===== config.mk =====
export PLATFORM = sky130hd
export DESIGN_NAME = ntc_window
export DESIGN_NICKNAME = d
export VERILOG_FILES = /design/src/hw/rtl/ntc_pkg.sv /design/src/hw/rtl/ntc_cell.sv /design/src/hw/rtl/ntc_window.sv
export SDC_FILE = /design/constraint.sdc
export NUM_CORES = 1
export LEC_CHECK = 0
export ABC_CLOCK_PERIOD_IN_PS = 5950
export BUFFER_PORTS_ARGS = -buffer_cell sky130_fd_sc_hd__buf_2
export CAP_MARGIN = 20
export CORE_MARGIN = 1.5
export CORE_UTILIZATION = 35
export DETAILED_ROUTE_END_ITERATION = 10
export PLACE_DENSITY_LB_ADDON = 0.25
export SETUP_SLACK_MARGIN = 0.4
export SYNTH_ARGS = -nofsm -noshare
export SYNTH_HDL_FRONTEND = slang
export SYNTH_SLANG_ARGS = --single-unit

===== constraint.sdc =====
create_clock -name aclk -period 5.95 [get_ports aclk]
set_clock_uncertainty 0.15 [all_clocks]
set_input_delay 1.19 -clock aclk [delete_from_list [all_inputs] [get_ports aclk]]
set_output_delay 1.19 -clock aclk [all_outputs]
set_load 0.01 [all_outputs]

===== src/hw/rtl/ntc_pkg.sv =====
// shared types and constants for the ntc trimmed-mean thermometer
`timescale 1ns / 1ps
package ntc_pkg;

    localparam int WINDOW = 32;
    localparam int TRIM_REQ = 6;
    localparam int TRIM = (TRIM_REQ > (WINDOW - 1) / 2) ? (WINDOW - 1) / 2 : TRIM_REQ;
    localparam int KEPT = WINDOW - 2 * TRIM;
    localparam int CNT_W = $clog2(WINDOW + 1);
    localparam int SUM_W = 12 + $clog2(WINDOW + 1);

    // mean = (sum * MEAN_RECIP) >> MEAN_SH, exact for every SUM_W-bit sum
    localparam int MEAN_SH = SUM_W + $clog2(KEPT);
    localparam logic [39:0] MEAN_RECIP =
        40'(((64'd1 << MEAN_SH) + 64'(KEPT) - 64'd1) / 64'(KEPT));

    localparam logic [63:0] LN2_Q30 = 64'd744261118;
    localparam logic [63:0] ZERO_C_Q16 = 64'd17901158;
    localparam logic signed [39:0] ALPHA_Q16 = 40'sd5243;

    localparam logic [2:0] REG_DIVIDER = 3'd0;
    localparam logic [2:0] REG_NOMINAL = 3'd1;
    localparam logic [2:0] REG_BETA = 3'd2;
    localparam logic [2:0] REG_REFK = 3'd3;
    localparam logic [2:0] REG_AFLOOR = 3'd4;
    localparam logic [2:0] REG_ACEIL = 3'd5;
    localparam logic [2:0] REG_TFLOOR = 3'd6;
    localparam logic [2:0] REG_TCEIL = 3'd7;

    localparam logic [1:0] ST_OK = 2'd0;
    localparam logic [1:0] ST_ADC = 2'd1;
    localparam logic [1:0] ST_TEMP = 2'd2;

    typedef enum logic [4:0] {
        S_IDLE, S_INS, S_SUM, S_DIV, S_CHK,
        S_LOGSET, S_LOGRUN, S_LOGNEXT, S_LNMUL,
        S_DIVSET, S_DIVRUN, S_DIVNEXT, S_TK,
        S_TCONV, S_EMA, S_OUT
    } state_t;

    // one cell's control from the sequencer
    typedef struct packed {
        logic       insert;
        logic [11:0] key;
        logic       shift;
    } cell_ctl_t;

endpackage


===== src/hw/rtl/ntc_cell.sv =====
// one window cell: holds one sorted sample and shifts toward its upper neighbor
`timescale 1ns / 1ps
module ntc_cell
    import ntc_pkg::*;
(
    input  logic        aclk,
    input  cell_ctl_t   ctl,
    input  logic        occupied,
    input  logic        pos_valid,
    input  logic [11:0] lower_val,
    input  logic        lower_gt,
    output logic [11:0] val,
    output logic        gt
);
    logic [11:0] val_reg;

    // cell value greater than key and occupied
    assign gt = occupied && (val_reg > ctl.key);
    assign val = val_reg;

    always_ff @(posedge aclk) begin
        if (ctl.insert && pos_valid) begin
            if (gt) begin
                // greater entries move up by one
                val_reg <= lower_gt ? lower_val : ctl.key;
            end else if (occupied == 1'b0 && !lower_gt) begin
                val_reg <= val_reg;
            end
        end else if (ctl.insert && !pos_valid) begin
            if (!lower_gt) val_reg <= ctl.key;
            else val_reg <= lower_val;
        end else if (ctl.shift) begin
            val_reg <= lower_val;
        end
    end
endmodule


===== src/hw/rtl/ntc_window.sv =====
// row of sort cells with a rotating readout for the trimmed sum
`timescale 1ns / 1ps
module ntc_window
    import ntc_pkg::*;
(
    input  logic              aclk,
    input  cell_ctl_t         ctl,
    input  logic [CNT_W-1:0]  count,
    output logic [11:0]       head
);
    logic [11:0] vals [WINDOW];
    logic        gts  [WINDOW];

    genvar i;
    generate
        for (i = 0; i < WINDOW; i++) begin : g_cell
            logic [11:0] lv;
            logic        lg;
            if (i == 0) begin : g_first
                // rotation wraps the top cell into the bottom
                assign lv = ctl.shift ? vals[WINDOW-1] : 12'd0;
                assign lg = 1'b0;
            end else begin : g_rest
                assign lv = vals[i-1];
                assign lg = gts[i-1];
            end
            ntc_cell u_cell (
                .aclk     (aclk),
                .ctl      (ctl),
                .occupied (CNT_W'(i) < count),
                .pos_valid(CNT_W'(i) < count),
                .lower_val(lv),
                .lower_gt (lg),
                .val      (vals[i]),
                .gt       (gts[i])
            );
        end
    endgenerate

    assign head = vals[WINDOW-1];
endmodule


==> out/metrics.cfg <==
[synth]
synth_common_cells = 486 x nand3_1, 384 x edfxtp_1, 384 x ha_1, 282 x clkbuf_1, 229 x a21oi_1
synth_ff_type = edfxtp_1
synthDistinctLibCells = 62
avgSynthCellArea_um2 = 9.339
synth_area_leader_cell = edfxtp_1
synth.most_common_cell = nand3_1
synthCells = 3591
ys_ff_latch = 384
seq_area_frac_synth = 0.3439
synthesis.area_mm2 = 0.03353
yosys_warnings = 0
synth_edf_count = 384
synth_top_area_frac = 0.3439
ys_top_cells_by_area = edfxtp_1 34%, ha_1 14%, nand3_1 7.3%
syn-num-nets = 3996
synth_async_sr_flop_share = 0

[floorplanning]
die_h_um = 312.5
die-area_mm2 = 0.09768
die-width_um = 312.5
std_cell_rows = 113
core-area_mm2 = 0.09501
io_pins = 33
initial_core_util = 0.3530

[cts]
holdBufCountCts = 0
path_clk_slew_ns = 0.06
cts-root-buf = clkbuf_16
cts_resized = 0
cts_setup_buffers = 0
clock-sinks = 384
cts_inserted_buffers = 45
cts_tree = built
htreeDepth = 2
clockBufferDepth = 3
clk_latency_ns = 0.60

[critical_path]
reg2reg_from = g_cell[16].u_cell.val[10]$_DFFE_PP_
endpoint = g_cell[3].u_cell.val[6]$_DFFE_PP_
ff2ff_path_depth = 5
timing.rr.end = g_cell[16].u_cell.val[11]$_DFFE_PP_
critPathKind = in -> reg
rrSetupSlack_ns = 2.69
cp.arrival_ns = 4.44
worst_ep_required_time_ns = 6.08
path_cells = buf_2, inv_2, buf_4, ha_1, a21oi_1, o21a_1, a21oi_1, o21ai_0, a31oi_1, buf_4
crit_slowest_cell = a21oi_1
crit_path_start = ctl[10]
cp_max_fo = 17
start_kind = input port
endpoint_kind = flop
slowest_delay_ns = 0.76

[power_and_ir_drop]
power_density_mw_per_mm2 = 417.0
ir_drop_uv = 217.2
leakage_uw = 0.01382

[job]
cap_violations = 0

[routing]
drt_first_pass_iters = 6
drt_iter0_markers = 4469
ant_nets = 0
drc = 0
vias = 32460
viasPerCell = 6.765
totalWireLength_mm = 134.9
wire_per_inst_um = 28.11

[global_routing]
grt_pass1_vias = 29090
grt_max_degree = 85
grt_overflow_total = 0
antenna_found_initial = 2
track_usage = 0.2668
grt_pass1_wl_mm = 197.4

[sta]
drv_slew = 0
final_hold_viol_count = 0
setup_viol = 0
worst_pin_slew_ns = 1.133
maxSlewHeadroom = 0.2445
rsz0062_at_grt = false
tns_ns = 0
period_share = 0.7247
period_minus_slack_ns = 4.312
fmax_mhz = 231.9

[cells_and_area]
syn2layout_area_growth_pct = 10.04
multi_input_area_mm2 = 0.02028
final_area_mm2 = 0.03690
fin_nets = 3902
largest_register_ffs = 384
register_area_mm2 = 0.01153
fillerInstances = 9388
drive_gt1_frac = 0.1200

[status]
status = finished, final reports clean

[placed_design]
dpl_cell_area_mm2 = 0.03539
gp_congestion = 0.9058
dp_hpwl_mm = 87.21
port_buffers = 32

[min_path]
min_path_type = reg -> reg
min_path_cells = 1

[critical path: cells and delay by family]
family          cells  cell delay, ns
compound gates      5            1.58
fa+ha+maj           1            0.23
buf+inv             4            1.41
[cell families (layout without fill, tap and decap cells)]
group,Yosys count,in the layout,share of synthesized area
mux,72,72,0.02373
other cells,0,1,0
compound gates,1171,1171,0.2632
simple gates,1112,1112,0.1710
buf+inv,468,409,0.05496
fa+ha+maj,384,384,0.1433
flops,384,384,0.3439
[through the flow]
stage                     total power, uW  hold slack [ns]  utilization  cells  setup WS, ns
after detailed placement            12300           0.4253       0.3725   4711         1.122
final                               15390           0.4352       0.3884   4798         1.638
after CTS                           15230           0.4327       0.3881   4793         1.748
after global routing                16320           0.4576       0.3884   4797         1.394
after global placement              12280           0.4126       0.3724   4710         1.150
after floorplan                     10020           0.3965            -   3591         1.430
[area by class of cell]
type / instances / area share
clock buffers: 54 / 0.03258
clock inverters: 28 / 0.007392
diodes: 1 / 0.00006781
repair buffers: 202 / 0.04221
flip-flops and latches: 384 / 0.3125
well taps: 1265 / 0.04289
multi-input cells: 2739 / 0.5495
inverters: 125 / 0.01292
[worst min path at each step]
stage / start / endpoint
after CTS: g_cell[30].u_cell.val[0]$_DFFE_PP_ / g_cell[31].u_cell.val[0]$_DFFE_PP_
after detailed placement: g_cell[30].u_cell.val[0]$_DFFE_PP_ / g_cell[31].u_cell.val[0]$_DFFE_PP_
after floorplan: g_cell[16].u_cell.val[0]$_DFFE_PP_ / g_cell[17].u_cell.val[0]$_DFFE_PP_
after global placement: g_cell[30].u_cell.val[0]$_DFFE_PP_ / g_cell[31].u_cell.val[0]$_DFFE_PP_
final: g_cell[30].u_cell.val[0]$_DFFE_PP_ / g_cell[31].u_cell.val[0]$_DFFE_PP_
after global routing: g_cell[24].u_cell.val[1]$_DFFE_PP_ / g_cell[25].u_cell.val[1]$_DFFE_PP_
[metal layers]
layer	vias to the layer above	GRT usage	routed length, um
met5	-	0	34
met4	4	0.1117	5966
met3	339	0.04652	13160
met2	1820	0.3953	58070
met1	15810	0.3814	57640
li1	14490	-	-
[layout by cell type (no fill, tap or decap), types with 20 or more instances in the layout]
cell / synthesis / layout
a21o_1: 88 / 88
a21oi_1: 229 / 229
a221oi_1: 214 / 211
a22o_1: 55 / 55
a31oi_1: 43 / 43
a32oi_1: 36 / 36
buf_2: 42 / 30
buf_4: 1 / 162
clkbuf_16: 0 / 47
edfxtp_1: 384 / 384
ha_1: 384 / 384
inv_1: 123 / 112
mux2_2: 60 / 60
nand2_1: 84 / 82
nand3_1: 486 / 486
nand4_1: 187 / 187
nor2_1: 185 / 173
nor2b_1: 71 / 71
o2111ai_1: 144 / 144
o211ai_1: 141 / 141
o21a_1: 27 / 27
o21ai_0: 43 / 43
o221a_2: 22 / 22
or2_2: 20 / 20
[power breakdown]
part / internal, uW / switching [uW] / leakage [uW]
Combinational: 2670 / 4240 / 0.00930
Sequential: 4450 / 1170 / 0.00380
Clock: 1660 / 1200 / 0.000727
Total: 8780 / 6610 / 0.0138
Power figures use the tool's default switching activity.
